==> src/rtl/rmp_pkg.sv <==
// Shared types and constants for the RGB mean pooling downscaler.
package rmp_pkg;

    localparam int COL_W       = 10;   // pixel and output column counters
    localparam int ROW_W       = 10;   // pixel row counter
    localparam int WIN_CNT_W   = 4;    // in-window counters
    localparam int WIN_W       = 5;    // win register
    localparam int FRAME_W     = 11;   // frame size registers
    localparam int CHAN_W      = 8;
    localparam int SUM_W       = 16;
    localparam int NUM_CHAN    = 3;
    localparam int MAX_WIN     = 16;
    localparam int HEIGHT_LIMIT = 1024;
    localparam int BLOCK_W     = 9;    // win*win, up to 256
    localparam int RECIP_SHIFT = 24;
    localparam int RECIP_W     = RECIP_SHIFT + 1;
    localparam int CALC_STEPS  = RECIP_W;
    localparam int CALC_CNT_W  = $clog2(CALC_STEPS);
    localparam int QUEUE_DEPTH = 4;
    localparam int QPTR_W      = $clog2(QUEUE_DEPTH);
    localparam int PADDR_W     = 4;
    localparam int PDATA_W     = 32;

    typedef enum logic [1:0] {
        REG_WIN,
        REG_FRAME_WIDTH,
        REG_FRAME_HEIGHT
    } reg_idx_t;

    typedef enum logic [1:0] {
        OP_ACCUM,
        OP_EMIT,
        OP_ERROR
    } op_t;

    typedef enum logic [1:0] {
        CALC_LOAD,
        CALC_RUN,
        CALC_DONE
    } calc_state_t;

    typedef struct packed {
        op_t                op;
        logic               first;
        logic [COL_W-1:0]   col;
        logic [CHAN_W-1:0]  blue;
        logic [CHAN_W-1:0]  green;
        logic [CHAN_W-1:0]  red;
        logic               row_end;
        logic               frame_end;
    } queue_entry_t;

    typedef struct packed {
        logic                 busy;
        logic                 mismatch;
        logic [WIN_CNT_W-1:0] w_m1;
        logic [FRAME_W-1:0]   fw_m1;
        logic [ROW_W-1:0]     fh_m1;
        logic [RECIP_W-1:0]   recip;
    } cfg_t;

endpackage

==> src/rtl/rmp_front.sv <==
// Front end: accepts pixels, runs the raster counters and classifies each word.
module rmp_front (
    input  logic                         clk,
    input  logic                         rst_n,
    input  logic                         pixel_valid,
    output logic                         pixel_stall,
    input  logic [rmp_pkg::CHAN_W-1:0]   blue,
    input  logic [rmp_pkg::CHAN_W-1:0]   green,
    input  logic [rmp_pkg::CHAN_W-1:0]   red,
    input  rmp_pkg::cfg_t                cfg,
    input  logic                         queue_full,
    output logic                         push,
    output rmp_pkg::queue_entry_t        entry
);

    logic [rmp_pkg::COL_W-1:0]     pcol_reg, pcol_next;
    logic [rmp_pkg::ROW_W-1:0]     prow_reg, prow_next;
    logic [rmp_pkg::WIN_CNT_W-1:0] riw_reg, riw_next;
    logic [rmp_pkg::WIN_CNT_W-1:0] ciw_reg, ciw_next;
    logic [rmp_pkg::COL_W-1:0]     ocol_reg, ocol_next;
    logic                          accept;
    logic                          last_col;
    logic                          last_row;
    logic                          block_done;

    assign pixel_stall = cfg.busy || queue_full;
    assign accept      = pixel_valid && !pixel_stall;
    assign last_col    = {1'b0, pcol_reg} >= cfg.fw_m1;
    assign last_row    = prow_reg >= cfg.fh_m1;
    assign block_done  = (riw_reg == cfg.w_m1) && (ciw_reg == cfg.w_m1);

    always_comb
    begin
        entry.first     = (riw_reg == '0) && (ciw_reg == '0);
        entry.col       = ocol_reg;
        entry.blue      = blue;
        entry.green     = green;
        entry.red       = red;
        entry.row_end   = last_col;
        entry.frame_end = last_col && last_row;
        if (cfg.mismatch)
            entry.op = rmp_pkg::OP_ERROR;
        else if (block_done)
            entry.op = rmp_pkg::OP_EMIT;
        else
            entry.op = rmp_pkg::OP_ACCUM;

        // a bad frame size yields one flagged word at the top-left pixel only
        push = accept && (!cfg.mismatch || ((pcol_reg == '0) && (prow_reg == '0)));
    end

    always_comb
    begin
        pcol_next = pcol_reg;
        prow_next = prow_reg;
        riw_next  = riw_reg;
        ciw_next  = ciw_reg;
        ocol_next = ocol_reg;
        if (last_col)
        begin
            pcol_next = '0;
            ciw_next  = '0;
            ocol_next = '0;
            if (last_row)
            begin
                prow_next = '0;
                riw_next  = '0;
            end
            else
            begin
                prow_next = prow_reg + rmp_pkg::ROW_W'(1);
                riw_next  = (riw_reg >= cfg.w_m1) ? '0 : riw_reg + rmp_pkg::WIN_CNT_W'(1);
            end
        end
        else
        begin
            pcol_next = pcol_reg + rmp_pkg::COL_W'(1);
            if (ciw_reg >= cfg.w_m1)
            begin
                ciw_next  = '0;
                ocol_next = ocol_reg + rmp_pkg::COL_W'(1);
            end
            else
            begin
                ciw_next = ciw_reg + rmp_pkg::WIN_CNT_W'(1);
            end
        end
    end

    always_ff @(posedge clk or negedge rst_n)
    begin
        if (!rst_n)
        begin
            pcol_reg <= '0;
            prow_reg <= '0;
            riw_reg  <= '0;
            ciw_reg  <= '0;
            ocol_reg <= '0;
        end
        else if (accept)
        begin
            pcol_reg <= pcol_next;
            prow_reg <= prow_next;
            riw_reg  <= riw_next;
            ciw_reg  <= ciw_next;
            ocol_reg <= ocol_next;
        end
    end

endmodule

==> config.mk <==
export PLATFORM = sky130hd
export DESIGN_NAME = rmp_front
export DESIGN_NICKNAME = d
export VERILOG_FILES = /design/src/rtl/rmp_pkg.sv /design/src/rtl/rmp_front.sv
export SDC_FILE = /design/constraint.sdc
export NUM_CORES = 1
export LEC_CHECK = 0
export BUFFER_PORTS_ARGS = -buffer_cell sky130_fd_sc_hd__buf_2
export CAP_MARGIN = 20
export CORE_UTILIZATION = 55
export CTS_BUF_LIST = sky130_fd_sc_hd__clkbuf_8
export CTS_CLUSTER_SIZE = 8
export DETAILED_ROUTE_END_ITERATION = 16
export PLACE_DENSITY = 0.89
export SLEW_MARGIN = 20
export SYNTH_ARGS = -nofsm -noshare
export SYNTH_HDL_FRONTEND = slang
export SYNTH_SLANG_ARGS = --single-unit
==> constraint.sdc <==
create_clock -name clk -period 3.75 [get_ports clk]
set_clock_uncertainty 0.05 [all_clocks]
set_input_delay 0.375 -clock clk [delete_from_list [all_inputs] [get_ports clk]]
set_output_delay 0.375 -clock clk [all_outputs]
set_load 0.1 [all_outputs]
== Yosys cells after proc, flatten, opt, wreduce, memory -nomap -nowiden ==
Index checks and enable logic that the tools add are counted.

* Input port bits: 80
* Output and inout port bits: 41
* Word-level logic and storage cells: 43
* Register bits: 38

* $lt $le $gt $ge: 4
* Add/sub/neg operators: 5
* Mux-type cells: 10
* Equality and inequality tests: 2
* Reductions and logical operators: 17

{| class="wikitable"
|+ Operators by type and width
! operator !! count
|-
| two-way mux 10 bit || 4
|-
| adder 10 x 1 -> 10 bit, second input constant || 3
|-
| zero test 10 bit || 2
|-
| two-way mux 4 bit || 4
|-
| greater-or-equal comparator 10 x 11 -> 1 bit || 1
|-
| greater-or-equal comparator 10 bit || 1
|-
| adder 4 x 1 -> 4 bit, second input constant || 2
|-
| equality test 4 bit || 2
|-
| greater-or-equal comparator 4 bit || 2
|-
| zero test 4 bit || 2
|-
| logical AND 1 bit || 6
|-
| AND reduction 2 bit || 2
|-
| zero test 1 bit || 2
|-
| logical OR 1 bit || 2
|-
| two-way mux 2 bit || 1
|-
| nonzero test 2 bit || 1
|-
| two-way mux 1 bit || 1
|}

== Depth between registers and ports, before layout ==
Gate-level depths: netlist of run 1.

* Depth after elaboration: 4
* Gate-level depth with buffers: 9
* Mapped depth without buffers: 9

== Worst setup path before layout of run 1 ==
OpenSTA, ideal clock, no wires.

* Path type: input port to output port
* Start point: input cfg[47] (netlist bit)
* End point: output entry[37] (netlist bit)
* Data arrival time: 3.969 ns
* Buffers on the path: 0
* Required time: 3.325 ns
* Stages on the path: 4
* Setup slack: -0.644 ns
* Path through: inv_1 ha_1 nand4_1 nor4b_1

{| class="wikitable"
|+ RTL lines
! item !! RTL line !! RTL
|-
| from (decl) || rmp_front.sv:10 || <nowiki>input rmp_pkg::cfg_t cfg,</nowiki>
|-
| to (decl) || rmp_front.sv:13 || <nowiki>output rmp_pkg::queue_entry_t entry</nowiki>
|}

==> flow_metrics.py, run 1 <==
metrics = {
    "timing": {
        "slew_headroom_pct": 42.1,
        "hold_viol_final": 0,
        "fin_tns_setup_ns": 0,
        "setup_viol": 0,
        "tightest_slew_ns": 0.869,
        "rsz0062_at_grt": "no",
        "period_share_pct": 85.6,
        "fmax_mhz": 311,
        "period_minus_slack_ns": 3.21,
        "drv_slew": 0,
    },
    "synthesis": {
        "postSynthAreaPerCell_um2": 8.73,
        "synth_area_um2": 3110,
        "synth_warnings": 0,
        "synth_nets": 473,
        "ys.flop_type": "dfrtp_1",
        "synthCells": 356,
        "ys_types": 58,
        "synth_enable_flop_cells": 0,
        "ys_ff_latch": 38,
        "synth-seq-area-share_pct": 30.6,
        "ys_async_sr_fraction_pct": 100,
    },
    "worst_hold_path": {
        "worstHoldPathType": "in2async",
    },
    "worst_setup_path": {
        "worst_r2r_path_depth": 7,
        "crit_path_end": "entry[0]",
        "path_common_cell": "nor2_1",
        "cpPeakStageDelay_ns": 0.65,
        "worstSetupEndpointType": "primary output",
        "reg2reg_from": "pcol_reg[2]$_DFFE_PN0P_",
        "crit_slowest_cell": "nor4_2",
        "crit_chain": "ha_1 > o211ai_1 > nor4_2 > nor2_1 > nor2_1 > buf_2",
        "critPathBufInv": 1,
        "worstPathRequired_ns": 3.32,
        "path_class": "reg2out",
        "crit_path_start": "prow_reg[7]$_DFFE_PN0P_",
        "critPathArrivalTime_ns": 2.79,
        "reg2reg_to": "pcol_reg[6]$_DFFE_PN0P_",
        "startpoint_type": "register",
        "crit_cells": 6,
        "rrSetupSlack_ns": 1.36,
        "critical_path.top_delay_family": "simple AND/OR/NAND/NOR gates",
        "critPathMaxFanout": 7,
    },
    "routing": {
        "firstDrtPassIters": 5,
        "wirelength_um": 6650,
        "drt_iter0_markers": 181,
        "drtAntennaViolNets": 0,
        "num_vias": 2679,
        "drt-wirelength-per-cell_um": 14.6,
        "vias_per_cell": 5.90,
        "drc_errors": 0,
    },
    "global_route": {
        "grt_pass1_vias": 2556,
        "grt_max_degree": 39,
        "gr-total-overflow": 0,
        "track_usage_pct": 23.3,
        "grt_first_pass_wirelength_um": 11200,
        "antenna_found_initial": 0,
    },
    "die": {
        "fp.dieW_um": 77.2,
        "initial_utilization_pct": 56.8,
        "fp.dieArea_um2": 5960,
        "rows": 27,
        "coreArea_um2": 5470,
        "die_h_um": 77.2,
        "ios": 121,
    },
    "finish": {
        "drive_gt1_share_pct": 22.0,
        "fin_cells": 454,
        "layout_commonest_cell": "buf_2",
        "syn2layout_area_growth_pct": 7.53,
        "post-route-util_pct": 61.1,
        "layout.nets": 498,
        "layout_common_cells": "buf_2, dfrtp_1, inv_1, ha_1, o21ai_1",
        "num_antenna_cells": 0,
    },
    "clock_network": {
        "postCtsHoldBufs": 0,
        "clk_pin_slew_ns": 0.08,
        "post_cts_buffers": 0,
        "clkLatencyLatePin_ns": 0.30,
        "cts_resized": 0,
        "cts-buffers-inserted": 5,
        "clockBufferDepth": 2,
        "h-tree-depth": 2,
        "root_buffer": "clkbuf_8",
        "cts_tree": "yes",
        "clock-sinks": 38,
    },
    "pwr": {
        "leakage_nw": 1.62,
        "vdd_drop_max_v": 0.000325,
        "power_per_cell_area_nw_per_um2": 465,
    },
    "status": {
        "outcome": "finished clean",
    },
    "place": {
        "routabilityCongestion": 0.840,
        "dp_hpwl_um": 4960,
        "io_buffers": 47,
        "dp_cells": 446,
    },
    "run": {
        "cap_violations": 0,
    },
}
==> worst min path at each step <==
stage                                    endpoint  slack, ns  depth (start not counted)
after floorplan            ciw_reg[0]$_DFFE_PN0P_       0.03                          0
after global placement    ocol_reg[6]$_DFFE_PN0P_       0.45                          1
after detailed placement  ocol_reg[5]$_DFFE_PN0P_       0.46                          1
after CTS                 ocol_reg[0]$_DFFE_PN0P_       0.17                          1
after global routing      ocol_reg[3]$_DFFE_PN0P_       0.23                          1
final                     ocol_reg[6]$_DFFE_PN0P_       0.14                          1
==> cells in the mapped netlist (2+ instances only) <==
cell type | instances | area (µm²)
a21o_1 | 4 | 30.0
a21oi_1 | 13 | 65.1
a31o_2 | 2 | 17.5
and3_1 | 7 | 43.8
buf_4 | 27 | 203
clkbuf_1 | 2 | 7.51
dfrtp_1 | 38 | 951
ha_1 | 37 | 463
inv_1 | 37 | 139
nand2_1 | 30 | 113
nand2b_1 | 8 | 50.1
nand3_1 | 24 | 120
nand4_1 | 3 | 18.8
nor2_1 | 9 | 33.8
nor3_1 | 14 | 70.1
nor3_2 | 2 | 20.0
nor4_1 | 5 | 31.3
nor4b_1 | 2 | 17.5
o21a_1 | 2 | 15.0
o21ai_0 | 7 | 35.0
o21ai_1 | 31 | 155
o22ai_1 | 3 | 18.8
o2bb2ai_1 | 4 | 35.0
o31ai_1 | 5 | 37.5
or2_2 | 5 | 31.3
or3_1 | 3 | 18.8
==> stage by stage <==
step	hold WS [ns]	setup slack (ns)	instance area [µm²]	power (mW)
4_1_cts	0.169	0.537	3340	1.56
6_report	0.135	0.538	3340	1.56
5_1_grt	0.233	0.308	3340	1.65
2_1_floorplan	0.0294	0.423	3120	1.18
3_5_place_dp	0.463	0.853	3230	1.21
3_3_place_gp	0.450	0.866	3230	1.18
==> layer usage <==
metal	vias up	routed length, µm	track usage [%]
met5	-	0	0
li1	1291	-	-
met1	1276	2820	27.9
met2	97	3370	40.9
met4	0	116	9.43
met3	15	341	4.17
==> where the power goes <==
group          total, mW  internal (mW)  switching [mW]
combinational      0.634          0.201           0.433
sequential         0.569          0.479          0.0898
clock              0.353          0.196           0.157
==> kinds of logic after synthesis <==
| logic type | share of synthesized area, % |
|---|---|
| xor gates and xnor gates | 0.563 |
| and+or+nand+nor | 23.1 |
| DFF | 30.6 |
| AOI/OAI and AO/OA | 19.1 |
| muxes | 0.322 |
| adders and majority gates | 14.9 |
| buffers and inverters | 11.5 |
==> final cells by class <==
class | instances | area, µm²
Clock inverter | 3 | 40.0
Inverter | 38 | 143
Timing Repair Buffer | 48 | 243
Fill cell | 463 | 2130
Sequential cell | 38 | 951
Tap cell | 72 | 90.1
Clock buffer | 5 | 68.8
Multi-Input combinational cell | 250 | 1810
Power figures use the tool's default switching activity.
==> inputs of run 2 (changes only) <==
--- a/config.mk
+++ b/config.mk
@@ -5,9 +5,10 @@
 export SDC_FILE = /design/constraint.sdc
 export NUM_CORES = 1
 export LEC_CHECK = 0
+export ABC_AREA = 1
 export BUFFER_PORTS_ARGS = -buffer_cell sky130_fd_sc_hd__buf_2
 export CAP_MARGIN = 20
-export CORE_UTILIZATION = 55
+export CORE_UTILIZATION = 56
 export CTS_BUF_LIST = sky130_fd_sc_hd__clkbuf_8
 export CTS_CLUSTER_SIZE = 8
 export DETAILED_ROUTE_END_ITERATION = 16
==> run 2 against run 1 <==
  * Non-clock buffer count unchanged
  * Die area increased by 5.6%
  * Sequential power increased by 7.7%
  * Core utilization increased by 1.9 points
  * Synthesized area increased by 7.7%
  * Critical path depth increased by 2
  * Register-to-register slack improved by 0.36 ns
  * Total power increased by 13%
  * Routed wire length decreased by 0.15%
  * Clock power decreased by 4%
  * Maximum frequency increased by 18%
  * Sequential share of layout area decreased by 1.7 points
==> flow_metrics.py, run 2 <==
metrics = {
    "status": {
        "outcome": "finished clean",
    },
    "synthesis": {
        "synth_common_cells": "nand2_1, inv_1, nor2_1",
        "synth-seq-area-share_pct": 28.4,
        "synth.area.mux_share_pct": 0,
        "ys.flop_type": "dfrtp_1",
        "synthCells": 474,
        "ys_ff_latch": 38,
        "ys_async_sr_fraction_pct": 100,
        "synth_warnings": 0,
        "ys_types": 33,
        "synth_nets": 591,
        "yosysTopAreaCellShare_pct": 28.4,
        "synth_enable_flop_cells": 0,
        "synthXorXnorAreaFrac_pct": 4.19,
        "yosysMostFrequentCell": "nand2_1",
        "postSynthAreaPerCell_um2": 7.06,
        "synthAdderAreaFrac_pct": 13.8,
        "synth_top_family_by_area": "simple AND/OR/NAND/NOR gates",
        "synth-compound-area-share_pct": 5.75,
        "synth_area_um2": 3350,
        "synthSimpleGateAreaFrac_pct": 31.7,
        "synth_top_cell_by_area": "dfrtp_1",
        "synthTopCellsByArea": "dfrtp_1, nand2_1, ha_1",
    },
    "finish": {
        "regArea_um2": 951,
        "stdcell_area_um2": 3550,
        "layout_common_cells": "nand2_1, inv_1, buf_2",
        "fin_cells": 571,
        "num_antenna_cells": 0,
        "syn2layout_area_growth_pct": 6.17,
        "multi_input_area_um2": 1860,
        "layout_commonest_cell": "nand2_1",
        "n_fill_cell": 488,
        "drive_gt1_share_pct": 13.8,
        "layout.nets": 615,
        "post-route-util_pct": 63.0,
    },
    "global_route": {
        "grt_pass1_vias": 2712,
        "gr-total-overflow": 0,
        "track_usage_pct": 22.4,
        "grt_first_pass_wirelength_um": 11200,
        "antenna_found_initial": 0,
        "grt_max_degree": 39,
    },
    "place": {
        "dp_slack_ns": 1.31,
        "place_area_um2": 3450,
        "io_buffers": 47,
        "routabilityCongestion": 0.840,
        "dp_cells": 563,
        "dp_hpwl_um": 5140,
    },
    "routing": {
        "drt_iter0_markers": 150,
        "drtAntennaViolNets": 0,
        "wirelength_um": 6640,
        "drc_errors": 0,
        "firstDrtPassIters": 4,
        "drt-wirelength-per-cell_um": 11.6,
        "vias_per_cell": 5.26,
        "num_vias": 3005,
    },
    "timing": {
        "setup_viol": 0,
        "slew_headroom_pct": 45.0,
        "setup_ws_ns": 1.03,
        "fin_tns_setup_ns": 0,
        "tightest_slew_ns": 0.825,
        "hold_viol_final": 0,
        "fmax_mhz": 367,
        "rsz0062_at_grt": "no",
        "period_share_pct": 72.7,
        "period_minus_slack_ns": 2.72,
        "drv_slew": 0,
    },
    "pwr": {
        "sw_frac_of_total_pct": 46.1,
        "p_clk_share_pct": 19.2,
        "leakage_nw": 2.08,
        "vdd_drop_max_v": 0.000417,
        "p_sw_uw": 814,
        "power.share.sequential_pct": 34.7,
        "combPwrFrac_pct": 46.1,
        "intPower_uw": 951,
        "power_per_cell_area_nw_per_um2": 497,
    },
    "worst_setup_path": {
        "rrSetupSlack_ns": 1.72,
        "critPathMaxFanout": 15,
        "path_class": "reg2out",
        "worst_r2r_path_depth": 10,
        "worstPathRequired_ns": 3.32,
        "startpoint_type": "register",
        "critPathArrivalTime_ns": 2.30,
        "worstSetupEndpointType": "primary output",
    },
    "clock_network": {
        "cts-buffers-inserted": 5,
        "postCtsHoldBufs": 0,
        "clkLatencyLatePin_ns": 0.29,
        "h-tree-depth": 2,
        "cts_tree": "yes",
        "clock-sinks": 38,
        "clk_pin_slew_ns": 0.08,
        "clockBufferDepth": 2,
        "post_cts_buffers": 0,
        "cts_resized": 0,
        "root_buffer": "clkbuf_8",
    },
    "die": {
        "initial_utilization_pct": 59.3,
        "rows": 27,
        "die_h_um": 79.3,
        "ios": 121,
        "fp.dieArea_um2": 6290,
        "fp.dieW_um": 79.3,
        "coreArea_um2": 5640,
    },
    "worst_hold_path": {
        "worstHoldPathType": "in2async",
    },
    "run": {
        "cap_violations": 0,
    },
}
-- run 2: layout make-up --
cell class | count | area share [%]
timing repair buffer | 48 | 6.83
inverter | 78 | 8.45
multi-input combinational | 327 | 52.4
tap | 72 | 2.53
sequential | 38 | 26.8
clock buffer | 5 | 1.94
clock inverter | 3 | 1.06
-- run 2: power by group through the flow --
stage | Clock (mW) | Combinational, mW | Sequential [mW]
floorplan | 0 | 0.709 | 0.656
global placement | 0 | 0.778 | 0.612
detailed placement | 0 | 0.814 | 0.617
CTS | 0.343 | 0.817 | 0.610
global route | 0.355 | 0.924 | 0.626
finish | 0.339 | 0.813 | 0.613
-- run 2: cells by family (layout without fill, tap and decap cells) --
group                    after synthesis  count (layout)
AND/OR/NAND/NOR                      242             242
AO/OA/AOI/OAI                         32              32
buffers and inverters                109             134
XOR/XNOR                              16              16
flip-flops                            38              38
adder cells (fa/ha/maj)               37              37
-- run 2: through the flow --
stage | total power, mW | hold slack (ns)
finish | 1.77 | 0.118
global route | 1.90 | 0.208
CTS | 1.77 | 0.165
detailed placement | 1.43 | 0.454
global placement | 1.39 | 0.448
floorplan | 1.37 | 0.0294
-- run 2: per-layer routing --
| layer | track usage [%] | up-vias | share of wire (%) |
|---|---|---|---|
| met5 | 0 | - | 0 |
| met4 | 7.27 | 0 | 1.3 |
| met3 | 3.45 | 14 | 4.7 |
| met2 | 40.5 | 76 | 49 |
| met1 | 27.0 | 1397 | 45 |
| li1 | - | 1518 | - |
-- run 2: worst max-delay path, cell delays in order, from the launching register on --
cell,delay (ns)
dfrtp_1,0.43
ha_1,0.34
nand2_1,0.08
nor2_1,0.14
o211ai_1,0.11
nand4_1,0.10
buf_4,0.22
and2_1,0.17
buf_2,0.42
-- run 2: path summary, 6_finish.rpt --
path / endpoint / start
worst max-delay path: entry[0] / prow_reg[9]$_DFFE_PN0P_
worst min-delay path: ocol_reg[6]$_DFFE_PN0P_ / rst_n
worst max register to register: ocol_reg[2]$_DFFE_PN0P_ / pcol_reg[8]$_DFFE_PN0P_
worst min register to register: ocol_reg[9]$_DFFE_PN0P_ / ocol_reg[9]$_DFFE_PN0P_
max in group asynchronous: riw_reg[0]$_DFFE_PN0P_ / rst_n
min in group clk: ocol_reg[9]$_DFFE_PN0P_ / ocol_reg[9]$_DFFE_PN0P_
