### src/rtl/rmp_pkg.sv
// Shared types and constants for the RGB mean pooling downscaler.
package rmp_pkg;

    localparam int COL_W       = 10;   // pixel and output column counters
    localparam int ROW_W       = 10;   // pixel row counter
    localparam int WIN_CNT_W   = 4;    // in-window counters
    localparam int WIN_W       = 5;    // win register
    localparam int FRAME_W     = 11;   // frame size registers
    localparam int CHAN_W      = 8;
    localparam int SUM_W       = 16;
    localparam int NUM_CHAN    = 3;
    localparam int MAX_WIN     = 16;
    localparam int HEIGHT_LIMIT = 1024;
    localparam int BLOCK_W     = 9;    // win*win, up to 256
    localparam int RECIP_SHIFT = 24;
    localparam int RECIP_W     = RECIP_SHIFT + 1;
    localparam int CALC_STEPS  = RECIP_W;
    localparam int CALC_CNT_W  = $clog2(CALC_STEPS);
    localparam int QUEUE_DEPTH = 4;
    localparam int QPTR_W      = $clog2(QUEUE_DEPTH);
    localparam int PADDR_W     = 4;
    localparam int PDATA_W     = 32;

    typedef enum logic [1:0] {
        REG_WIN,
        REG_FRAME_WIDTH,
        REG_FRAME_HEIGHT
    } reg_idx_t;

    typedef enum logic [1:0] {
        OP_ACCUM,
        OP_EMIT,
        OP_ERROR
    } op_t;

    typedef enum logic [1:0] {
        CALC_LOAD,
        CALC_RUN,
        CALC_DONE
    } calc_state_t;

    typedef struct packed {
        op_t                op;
        logic               first;
        logic [COL_W-1:0]   col;
        logic [CHAN_W-1:0]  blue;
        logic [CHAN_W-1:0]  green;
        logic [CHAN_W-1:0]  red;
        logic               row_end;
        logic               frame_end;
    } queue_entry_t;

    typedef struct packed {
        logic                 busy;
        logic                 mismatch;
        logic [WIN_CNT_W-1:0] w_m1;
        logic [FRAME_W-1:0]   fw_m1;
        logic [ROW_W-1:0]     fh_m1;
        logic [RECIP_W-1:0]   recip;
    } cfg_t;

endpackage

### src/rtl/rmp_fifo.sv
// Short word queue between the front end and the accumulate/divide back end.
module rmp_fifo (
    input  logic                   clk,
    input  logic                   rst_n,
    input  logic                   push,
    input  rmp_pkg::queue_entry_t  push_entry,
    input  logic                   pop,
    output logic                   full,
    output logic                   not_empty,
    output rmp_pkg::queue_entry_t  head
);

    rmp_pkg::queue_entry_t          slots_reg [rmp_pkg::QUEUE_DEPTH];
    logic [rmp_pkg::QPTR_W-1:0]     wr_ptr_reg;
    logic [rmp_pkg::QPTR_W-1:0]     rd_ptr_reg;
    logic [rmp_pkg::QPTR_W:0]       count_reg;

    assign full      = count_reg == (rmp_pkg::QPTR_W + 1)'(rmp_pkg::QUEUE_DEPTH);
    assign not_empty = count_reg != '0;
    assign head      = slots_reg[rd_ptr_reg];

    always_ff @(posedge clk)
    begin
        if (push)
            slots_reg[wr_ptr_reg] <= push_entry;
    end

    always_ff @(posedge clk or negedge rst_n)
    begin
        if (!rst_n)
        begin
            wr_ptr_reg <= '0;
            rd_ptr_reg <= '0;
            count_reg  <= '0;
        end
        else
        begin
            if (push)
                wr_ptr_reg <= wr_ptr_reg + rmp_pkg::QPTR_W'(1);
            if (pop)
                rd_ptr_reg <= rd_ptr_reg + rmp_pkg::QPTR_W'(1);
            if (push && !pop)
                count_reg <= count_reg + (rmp_pkg::QPTR_W + 1)'(1);
            else if (pop && !push)
                count_reg <= count_reg - (rmp_pkg::QPTR_W + 1)'(1);
        end
    end

endmodule

### config.mk
export PLATFORM = sky130hd
export DESIGN_NAME = rmp_fifo
export DESIGN_NICKNAME = d
export VERILOG_FILES = /design/src/rtl/rmp_pkg.sv /design/src/rtl/rmp_fifo.sv
export SDC_FILE = /design/constraint.sdc
export NUM_CORES = 1
export LEC_CHECK = 0
export ABC_AREA = 1
export BUFFER_PORTS_ARGS = -buffer_cell sky130_fd_sc_hd__buf_2
export CAP_MARGIN = 20
export CORE_MARGIN = 2
export CORE_UTILIZATION = 40
export DETAILED_ROUTE_END_ITERATION = 6
export GPL_TIMING_DRIVEN = 0
export HOLD_SLACK_MARGIN = 0.15
export PLACE_DENSITY = 0.63
export SETUP_SLACK_MARGIN = 0.2
export SKIP_LAST_GASP = 1
export SYNTH_ARGS = -nofsm -noshare
export SYNTH_HDL_FRONTEND = slang
export SYNTH_SLANG_ARGS = --single-unit
### constraint.sdc
create_clock -name clk -period 2.2 [get_ports clk]
set_input_delay 0.22 -clock clk [delete_from_list [all_inputs] [get_ports clk]]
set_output_delay 0.22 -clock clk [all_outputs]
set_load 0.01 [all_outputs]
==> Yosys cells after proc, flatten, opt, wreduce, memory -nomap -nowiden <==
Memory sizes are Yosys's and may differ from the RTL's.
Cells that the tools add are included.
{ "word_totals": {"reg_bits": 7, "ramBits": 156, "n_memories": 1} }
{ "mem_list": {"columns": ["name", "depth", "word_bits", "read_ports", "rd_clocked_by_memory_dff", "write_ports", "line_no", "rtl"], "rows": [
  ["slots_reg", 4, 39, 1, 0, 1, "rmp_fifo.sv:13", "rmp_pkg::queue_entry_t slots_reg [rmp_pkg::QUEUE_DEPTH];"]
]} }
{ "classes": {"add_sub_neg": 4, "n_eq_ne": 1, "n_mux": 4, "reduce_logical": 6} }
{ "op_table": {"columns": ["op", "count"], "rows": [
  ["$mux W3", 2],
  ["$add A2 B1 Y2 const B", 2],
  ["$add A3 B1 Y3 const B", 1],
  ["$eq A3 B3 Y1 const B", 1],
  ["$reduce_bool A3 Y1", 1],
  ["$sub A3 B1 Y3 const B", 1],
  ["$logic_and A1 B1 Y1", 2],
  ["$logic_not A1 Y1", 2],
  ["$mux W1", 2],
  ["$reduce_bool A2 Y1", 1]
]} }

==> Longest topological paths before layout <==
Gate-level depths: netlist of run 1.
{ "logic_depth": {"ltp_word": 4, "mapped_depth": 9} }

==> Least setup slack after synthesis of run 1 <==
Ideal clock, no wire load.
{ "synth_timing": {"path_type": "register to register", "from": "reg wr_ptr_reg[0] in the netlist's numbering", "to": "mem slots_reg[2][0] in the netlist's numbering, enable pin", "setup_ps": 394, "arrival_time_ps": 1432, "required_ps": 1806, "slack_ps": 374, "path_stages_with_launch": 5, "n_path_buf": 0, "cell_sequence": "dfrtp_1 -> inv_1 -> ha_1 -> nand2_1 -> inv_1"} }
{ "synth_lines": {"columns": ["element", "line_no", "rtl"], "rows": [
  ["start: declaration", "rmp_fifo.sv:14", "logic [rmp_pkg::QPTR_W-1:0] wr_ptr_reg;"],
  ["start signal: assignment", "rmp_fifo.sv:39", "wr_ptr_reg <= wr_ptr_reg + rmp_pkg::QPTR_W'(1);"],
  ["end: declaration", "rmp_fifo.sv:13", null]
]} }
Straight into the memory's write port.

==> results of run 1 <==
==> power by group through the flow <==
stage	combinational (µW)	clock, µW	sequential, µW
after global routing	4750	2890	4310
after global placement	4120	0	4330
after CTS	4390	2770	4260
after detailed placement	4310	0	4320
final	4300	2720	4260
after floorplan	2670	0	4290
==> cell usage in the layout, fill, tap and decap left out, drive strengths merged, types with 5 or more instances in the layout <==
cell         count
edfxtp         156
nand2          131
buf            109
inv             90
o211ai          78
dlygate4sd3     41
clkbuf          26
clkinv           8
dfrtp            7
ha               5
==> path summary, 6_finish.rpt <==
kind	endpoint	slack, ps	cells past startpoint	start
worst max-delay path	head[17]	310	6	rd_ptr_reg[0]$_DFFE_PN0P_
max in group asynchronous	wr_ptr_reg[1]$_DFFE_PN0P_	1840	2	rst_n
worst min-delay path	count_reg[0]$_DFFE_PN0P_	180	2	rst_n
worst max register to register	slots_reg[0][31]$_DFFE_PP_	400	5	wr_ptr_reg[0]$_DFFE_PN0P_
worst min register to register	count_reg[2]$_DFFE_PN0P_	480	2	count_reg[2]$_DFFE_PN0P_
min in group clk	count_reg[0]$_DFFE_PN0P_	200	3	push
==> layout make-up <==
cell class / instances / area share
buffer: 27 / 0.0275
clock buffer: 21 / 0.0539
clock inverter: 11 / 0.0101
inverter: 90 / 0.0396
multi-input combinational: 224 / 0.162
sequential: 163 / 0.569
tap: 220 / 0.0322
timing repair buffer: 128 / 0.106
==> cells in the mapped netlist, drive strengths merged <==
cell type / count / area, µm²
edfxtp: 156 / 4680
nand2: 131 / 492
inv: 90 / 338
o211ai: 78 / 746
buf: 23 / 214
dfrtp: 7 / 175
ha: 5 / 62.6
clkbuf: 4 / 15.0
xor2: 3 / 26.3
fa: 1 / 20.0
nand3: 1 / 5.00
nand4: 1 / 6.26
nor2: 1 / 3.75
nor3: 1 / 5.00
o21ai: 1 / 5.00
xnor2: 1 / 8.76
==> worst reg2reg max path: cells and delay by family, from the launching register on <==
family | cells | cell delay (ps)
fa+ha+maj | 1 | 190
buf+inv | 3 | 810
flops | 1 | 430
simple gates | 1 | 70
==> layer usage <==
layer,vias up,wire (µm),GRT usage
li1,2033,-,-
met1,2092,6440,0.206
met2,93,7560,0.296
met3,16,626,0.0401
met4,0,166,0.0684
met5,-,0,0
==> repair_timing <==
action | CTS | global route
hold buffers | 41 | 0
setup endpoints to repair | 30 | 8
cloned | 0 | 0
endpoints found under the hold margin | 165 | 0
resized for setup | 3 | 1
==> kinds of logic (layout without fill, tap and decap cells) <==
| family | count (synthesis) | in the layout | share of synthesized area |
|---|---|---|---|
| flops | 163 | 163 | 0.714 |
| simple gates | 135 | 135 | 0.0752 |
| buf+inv | 117 | 277 | 0.0833 |
| compound gates | 79 | 79 | 0.110 |
| fa+ha+maj | 6 | 6 | 0.0121 |
| xor+xnor | 4 | 4 | 0.00515 |
==> stage by stage <==
step	setup slack [ps]	TNS, ps
after floorplan	374	0
after global placement	-362	-50980
after detailed placement	371	0
after CTS	224	0
after global routing	214	0
final	312	0
==> metrics, run 1 <==
num rows=47; total die area=0.0181 mm²; # DRC=0; DR vias/cell=4.79; Placed Area=0.00758 mm²; CP Buf/Inv Count=4; CTS Buf Count=17; drt first-iter violations=256; WL final=14800 µm; Die Ht=134 µm; vias=4234; Largest register FFs=156; critical path's slowest cell=dfrtp_1; Worst setup EP type=output pin; Die Wd=134 µm; Worst Hold Class=primary input to asynchronous set/reset pin; Finished Layout Cells=884; clock latency on the worst-skew pair=420 ps; clock root buffer=clkbuf_16; Pwr Density=1320 mW/mm²; Tot GR Track Use=0.171; fmax=530 MHz; worst path cell trace=buf_6 > buf_6 > buf_6 > o211ai_1 > nand2_1 > buf_2; footprint of the multi-input gates=0.00138 mm²; final slew viol count=0; Worst-Margin Slew=565 ps; ant diodes=0; GP Congestion=0.698; number of synthesized register bits=163; Core ar.=0.0166 mm²; Storage cell area=0.00486 mm²; Fillers=1432; layout cells sized above 1=0.267; CTS tree=yes; sequential power share=0.378; CTS Buffer Depth=2; Routed Antenna Nets=0; final hold slack=178 ps; Remaining Overflow, GRT=0; Peak supply drop=775 µV; sequential area share after synthesis=0.714; DP HPWL=8990 µm; initial core utilization=0.410; Mapped Cells=504; Critical Path Fanout Max=10; status=completed; unrepaired setup endpoints after global routing=no; Sw Pwr=4000 µW; largest net degree at the start of global routing=26; startpoint types=flop; syn_area_per_cell=13.5 µm²; Clock transition at path regs=60 ps; Post-Layout Inst Area=0.00854 mm²; Yosys Warn Count=0; fin nets=700; setup violators final=0; Fin. Hold Viols=0; TritonCTS Sinks=163; fin crit share=0.858; Port-buffer cells=83; CP most frequent cell=buf_6; max cap viols=0; Switching Fraction=0.354; Total Power=11300 µW; Mapped Area=0.00681 mm²; drt pass-1 iters=5; Tmin final=1890 ps; WL/cell=16.7 µm; Worst Path Required=1980 ps; syn_nets=553; CP max stage delay=370 ps; CP top delay family=buffers and inverters; Leak=0.00353 µW; initial antenna violation count=0; I/O pins=84; Area growth, synth to finish=25.5%; post-synth cell types=19; vias in the first global route=4351; Max H-tree Level=4; internal power=7280 µW; postcts setup bufs=0; Final Util=0.515; Clock power frac=0.241; Comb power frac=0.381; Setup Skew=8.39 ps; WP data arrival=1670 ps; first-pass GRT wire length=22700 µm; placed insts=811; Max-slew headroom=0.623; WS Path Type=flop to output pin
No activity file was read; power rests on OpenSTA's default activity.
==> run 2: changes to the inputs <==
--- a/config.mk
+++ b/config.mk
@@ -8,12 +8,14 @@
 export ABC_AREA = 1
 export BUFFER_PORTS_ARGS = -buffer_cell sky130_fd_sc_hd__buf_2
 export CAP_MARGIN = 20
+export CELL_PAD_IN_SITES_DETAIL_PLACEMENT = 1
+export CELL_PAD_IN_SITES_GLOBAL_PLACEMENT = 2
 export CORE_MARGIN = 2
 export CORE_UTILIZATION = 40
 export DETAILED_ROUTE_END_ITERATION = 6
 export GPL_TIMING_DRIVEN = 0
 export HOLD_SLACK_MARGIN = 0.15
-export PLACE_DENSITY = 0.63
+export PLACE_DENSITY = 0.83
 export SETUP_SLACK_MARGIN = 0.2
 export SKIP_LAST_GASP = 1
 export SYNTH_ARGS = -nofsm -noshare
==> run 2 against run 1 <==
  * Critical path depth unchanged
  * Register-to-register slack improved by 110 ps
  * Fmax decreased by 1.2%
  * Final area grew 1.1%
  * Sequential power barely moved
  * Sequential share of layout area fell by 0.63 points
  * Clock skew increased by 0.56 ps
  * Final cell count is 0.11% higher
  * Setup slack lost 23 ps
  * Combinational power barely moved
==> metrics, run 2 (synthesis results as in run 1) <==
Fin. Hold Viols=0 (unchanged); Die Wd=134 µm (unchanged); num rows=47 (unchanged); Worst Hold Class=primary input to flop; CTS Buffer Depth=2 (unchanged); Total Power=11700 µW (+4.0%); Critical Path Fanout Max=10 (unchanged); Tot GR Track Use=0.187 (+0.0158); Max H-tree Level=4 (unchanged); drt pass-1 iters=4 (-1); commonest non-fill, non-tap cell in the layout=edfxtp_1; Placed Area=0.00758 mm² (unchanged); Area growth, synth to finish=26.9%; vias=4276 (+0.99%); WL final=15800 µm (+6.7%); layout cells sized above 1=0.266 (-0.000401); Storage cell area=0.00486 mm² (unchanged); # DRC=0 (unchanged); initial antenna violation count=0 (unchanged); setup_tns=0 ps (unchanged); startpoint types=flop; DR vias/cell=4.83 (+0.88%); unrepaired setup endpoints after global routing=yes; Worst setup EP type=output pin; first-pass GRT wire length=25000 µm (+10%); GP Congestion=0.672 (-3.7%); pre-CTS setup slack=485 ps (+114 ps); ant diodes=0 (unchanged); Remaining Overflow, GRT=0 (unchanged); Leak=0.00357 µW (+1.1%); setup violators final=0 (unchanged); Routed Antenna Nets=0 (unchanged); fmax=523 MHz (-1.2%); Largest register FFs=156 (unchanged); clock latency on the worst-skew pair=430 ps (about the same); Tmin final=1910 ps (+23.2 ps); Comb power frac=0.369 (-0.012); TritonCTS Sinks=163 (unchanged); fin crit share=0.869 (+0.0105); drt first-iter violations=219 (-14%); DP HPWL=9690 µm (+7.8%); fin nets=702 (+0.29%); largest net degree at the start of global routing=35 (+35%); status=completed; Worst Path Required=1980 ps (about the same); Core ar.=0.0166 mm² (unchanged); internal power=7680 µW (+5.5%); I/O pins=84 (unchanged); Post-Layout Inst Area=0.00864 mm² (+1.1%); footprint of the multi-input gates=0.00138 mm² (unchanged); commonest cells after routing, fill and taps aside=156 x edfxtp_1, 131 x nand2_1, 90 x buf_2, 86 x inv_1, 46 x o211ai_1; Clock power frac=0.267 (+0.026); sequential power share=0.364 (-0.014); final slew viol count=0 (unchanged); Die Ht=134 µm (unchanged); setup ws final=289 ps (-23.2 ps); final hold slack=184 ps (+6.44 ps); max cap viols=0 (unchanged); Pwr Density=1360 mW/mm² (+2.8%); initial core utilization=0.410 (unchanged); Sw Pwr=4040 µW (+1.2%); Clock transition at path regs=60 ps (about the same); WP data arrival=1690 ps (+20 ps); Port-buffer cells=83 (unchanged); vias in the first global route=4761 (+9.4%); Peak supply drop=803 µV (+3.6%); Switching Fraction=0.345 (-0.00960); CTS Buf Count=17 (unchanged); Worst-Margin Slew=519 ps (-46.8 ps); Setup Skew=8.95 ps (+0.560 ps); Max-slew headroom=0.654 (+0.0312); WL/cell=17.8 µm (+6.5%); WS Path Type=flop to output pin; clock root buffer=clkbuf_16; CTS tree=yes; Fillers=1682 (+17%); total die area=0.0181 mm² (unchanged)
run 2: routing by layer:
| layer | vias up | GRT usage | wire, µm |
|---|---|---|---|
| li1 | 2035 | - | - |
| met1 | 2138 | 0.217 | 6500 |
| met2 | 82 | 0.336 | 8420 |
| met3 | 21 | 0.0503 | 653 |
| met4 | 0 | 0.0591 | 202 |
| met5 | - | 0 | 0 |
run 2: worst paths after layout:
check / depth (start not counted) / slack [ps] / start / endpoint
worst max-delay path: 6 / 290 / rd_ptr_reg[0]$_DFFE_PN0P_ / head[21]
worst min-delay path: 3 / 180 / push / count_reg[0]$_DFFE_PN0P_
worst max register to register: 5 / 510 / wr_ptr_reg[0]$_DFFE_PN0P_ / slots_reg[0][31]$_DFFE_PP_
worst min register to register: 2 / 480 / count_reg[2]$_DFFE_PN0P_ / count_reg[2]$_DFFE_PN0P_
max in group asynchronous: 4 / 650 / rst_n / rd_ptr_reg[1]$_DFFE_PN0P_
min in group asynchronous: 3 / 660 / rst_n / wr_ptr_reg[1]$_DFFE_PN0P_
run 2: timing repair:
action	CTS	global route
setup endpoints to repair	30	8
gates resized for setup	3	3
hold buffers	43	0
buffers inserted	0	0
pin swaps	0	1
hold endpoints to repair	165	0
run 2: cell type report:
type                       count  share of cell area
clock inverter                11              0.0214
clock buffer                  20              0.0506
buffer                        27              0.0272
tap                          220              0.0319
timing repair buffer         130               0.107
inverter                      90              0.0391
multi-input combinational    224               0.160
sequential                   163               0.563
run 2: power groups by stage:
stage / Clock (µW) / Combinational [µW] / Sequential (µW)
after floorplan: 0 / 2670 / 4290
after CTS: 3180 / 4420 / 4270
after global routing: 3280 / 4790 / 4330
final: 3130 / 4320 / 4270
after global placement: 0 / 4140 / 4330
after detailed placement: 0 / 4320 / 4330
run 2: stage by stage:
stage / util / cells
after CTS: 0.521 / 885
after global placement: 0.452 / 807
final: 0.521 / 885
after floorplan: - / 504
after global routing: 0.521 / 885
after detailed placement: 0.457 / 811
run 2: worst max-delay path, cell delays in order (launching register included):
cell and delay, ps:
dfrtp_1 380, buf_6 130, buf_6 150, buf_6 160
o211ai_1 210, nand2_1 80, buf_2 140
==> run 3: changes to the inputs <==
--- a/config.mk
+++ b/config.mk
@@ -7,11 +7,13 @@
 export LEC_CHECK = 0
 export ABC_AREA = 1
 export BUFFER_PORTS_ARGS = -buffer_cell sky130_fd_sc_hd__buf_2
-export CAP_MARGIN = 20
+export CAP_MARGIN = 10
 export CELL_PAD_IN_SITES_DETAIL_PLACEMENT = 1
 export CELL_PAD_IN_SITES_GLOBAL_PLACEMENT = 2
 export CORE_MARGIN = 2
 export CORE_UTILIZATION = 40
+export CTS_BUF_LIST = sky130_fd_sc_hd__clkbuf_8
+export CTS_CLUSTER_SIZE = 12
 export DETAILED_ROUTE_END_ITERATION = 6
 export GPL_TIMING_DRIVEN = 0
 export HOLD_SLACK_MARGIN = 0.15
==> run 3 against run 2 <==
  * Die area unchanged
  * Non-clock buffer count rose by 3
  * Routed wire length shrank 1.5%
  * Final cell count up 0.34%
  * Largest cell class unchanged
==> metrics, run 3 (synthesis results as in run 1) <==
startpoint types=flop; Finished Layout Cells=888 (+0.34%); largest net degree at the start of global routing=35 (unchanged); hold path endpoint=count_reg[2]$_DFFE_PN0P_; Max H-tree Level=4 (unchanged); I/O pins=84 (unchanged); Worst-Margin Slew=500 ps (-18.4 ps); Worst Path Required=1980 ps (about the same); Hold Crit Start=count_reg[2]$_DFFE_PN0P_; Die Ht=134 µm (unchanged); unrepaired setup endpoints after global routing=yes; CTS Buffer Depth=2 (unchanged); Largest register FFs=156 (unchanged); WS Path Type=flop to output pin; vias=4240 (-0.84%); fmax=523 MHz (about the same); CTS Buf Count=17 (unchanged); num rows=47 (unchanged); Tmin final=1910 ps (+1.33 ps); drt first-iter violations=216 (-1.4%); status=completed; Peak supply drop=577 µV (-28%); Fin. Hold Viols=0 (unchanged); WL final=15500 µm (-1.5%); WP data arrival=1690 ps (about the same); DR vias/cell=4.77 (-1.2%); first-pass GRT wire length=24600 µm (-1.8%); max cap viols=0 (unchanged); setup slack, reg-to-reg=510 ps (about the same); commonest non-fill, non-tap cell in the layout=edfxtp_1; Fillers=1699 (+1.0%); Die Wd=134 µm (unchanged); Worst R2R End=slots_reg[0][31]$_DFFE_PP_; initial core utilization=0.410 (unchanged); Worst setup EP type=output pin; commonest cells after routing, fill and taps aside=156 x edfxtp_1, 131 x nand2_1, 89 x inv_1, 87 x buf_2, 46 x o211ai_1; Leak=0.00354 µW (-0.77%); clock root buffer=clkbuf_8; clock latency on the worst-skew pair=450 ps (+20 ps); GP Congestion=0.672 (unchanged); TritonCTS Sinks=163 (unchanged); Port-buffer cells=83 (unchanged); Core ar.=0.0166 mm² (unchanged); # DRC=0 (unchanged); WL/cell=17.5 µm (-1.8%); setup violators final=0 (unchanged); drt pass-1 iters=4 (unchanged); Max-slew headroom=0.666 (+0.0123); Critical Path Fanout Max=10 (unchanged); reg2reg start=wr_ptr_reg[0]$_DFFE_PN0P_; final hold slack=481 ps (+297 ps); Tot GR Track Use=0.182 (-0.00488); vias in the first global route=4684 (-1.6%); fin crit share=0.869 (about the same); ant diodes=0 (unchanged); hold path cells=2 (-1); Worst Hold Class=flop to flop; initial antenna violation count=0 (unchanged); final slew viol count=0 (unchanged); CTS tree=yes; Routed Antenna Nets=0 (unchanged); DP HPWL=9690 µm (unchanged); Setup Skew=9.76 ps (+0.810 ps); setup ws final=287 ps (-1.34 ps); Clock transition at path regs=80 ps (+20 ps); Area growth, synth to finish=25.7%; Pwr Density=1310 mW/mm² (-3.8%); total die area=0.0181 mm² (unchanged); pre-CTS setup slack=485 ps (unchanged); Remaining Overflow, GRT=0 (unchanged); R2R depth=5 (unchanged); placed insts=811 (unchanged); fin nets=705 (+0.43%); layout cells sized above 1=0.269 (+0.00330)
[run 3: changes by cell type in the layout (fill, tap and decap cells not counted), moves of 3 or more]
cell | previous run | this run
buf_12 | 4 | 8
buf_2 | 90 | 87
buf_6 | 15 | 8
buf_8 | 0 | 5
clkbuf_1 | 4 | 1
clkbuf_16 | 17 | 1
clkbuf_4 | 1 | 4
clkbuf_8 | 0 | 17
inv_1 | 86 | 89
[run 3: worst max-delay path, stage by stage, from the launching register on]
cell	delay, ps
dfrtp_1	390
buf_6	140
buf_12	150
buf_8	150
o211ai_1	200
nand2_1	80
buf_2	140
[run 3: per-stage QoR]
stage | utilization | cell area [µm²] | setup TNS (ps) | total power, µW
global route | 0.516 | 8560 | 0 | 11900
finish | 0.516 | 8560 | 0 | 11200
detailed placement | 0.457 | 7580 | 0 | 8650
CTS | 0.509 | 8440 | 0 | 11100
global placement | 0.452 | 7500 | -47260 | 8470
floorplan | - | 6810 | 0 | 6970
[run 3: layer usage]
layer  up-vias  global-route usage  wire (µm)
met3        19              0.0401        710
met1      2089               0.215       6670
met4         0              0.0632        254
met2        91               0.327       7910
met5         -                   0          0
li1       2041                   -          -
[run 3: power by group]
group          internal [µW]  switching, µW  total (µW)
Sequential              4060            196        4260
Combinational           1820           2750        4570
Clock                   1320           1030        2350
Total                   7210           3970       11200
[run 3: how the worst max path moves through the flow]
stage | start | to | slack, ps | cells past startpoint
2_1_floorplan | wr_ptr_reg[0]$_DFFE_PN0P_ | slots_reg[2][0]$_DFFE_PP_ | 370 | 4
3_3_place_gp | wr_ptr_reg[0]$_DFFE_PN0P_ | slots_reg[0][7]$_DFFE_PP_ | -320 | 4
3_5_place_dp | wr_ptr_reg[0]$_DFFE_PN0P_ | slots_reg[0][26]$_DFFE_PP_ | 490 | 5
6_report | rd_ptr_reg[0]$_DFFE_PN0P_ | head[21] | 290 | 6
5_1_grt | rd_ptr_reg[0]$_DFFE_PN0P_ | head[3] | 200 | 6
4_1_cts | rd_ptr_reg[1]$_DFFE_PN0P_ | head[17] | 210 | 5
[run 3: final cells by class]
cell class | count | area, µm² | share of cell area
Timing Repair Buffer | 133 | 985 | 0.115
Clock inverter | 14 | 196 | 0.0230
Tap cell | 220 | 275 | 0.0322
Inverter | 90 | 338 | 0.0395
Multi-Input combinational cell | 224 | 1380 | 0.161
Clock buffer | 17 | 234 | 0.0273
Sequential cell | 163 | 4860 | 0.568
Buffer | 27 | 288 | 0.0336
[run 3: repair_timing]
action / in CTS / in global routing
setup endpoints to repair: 30 / 29
gates cloned: 0 / 1
setup buffers: 0 / 2
hold endpoints to repair: 166 / 0
pin swaps: 0 / 12
hold buffers: 43 / 0
resized for setup: 3 / 19
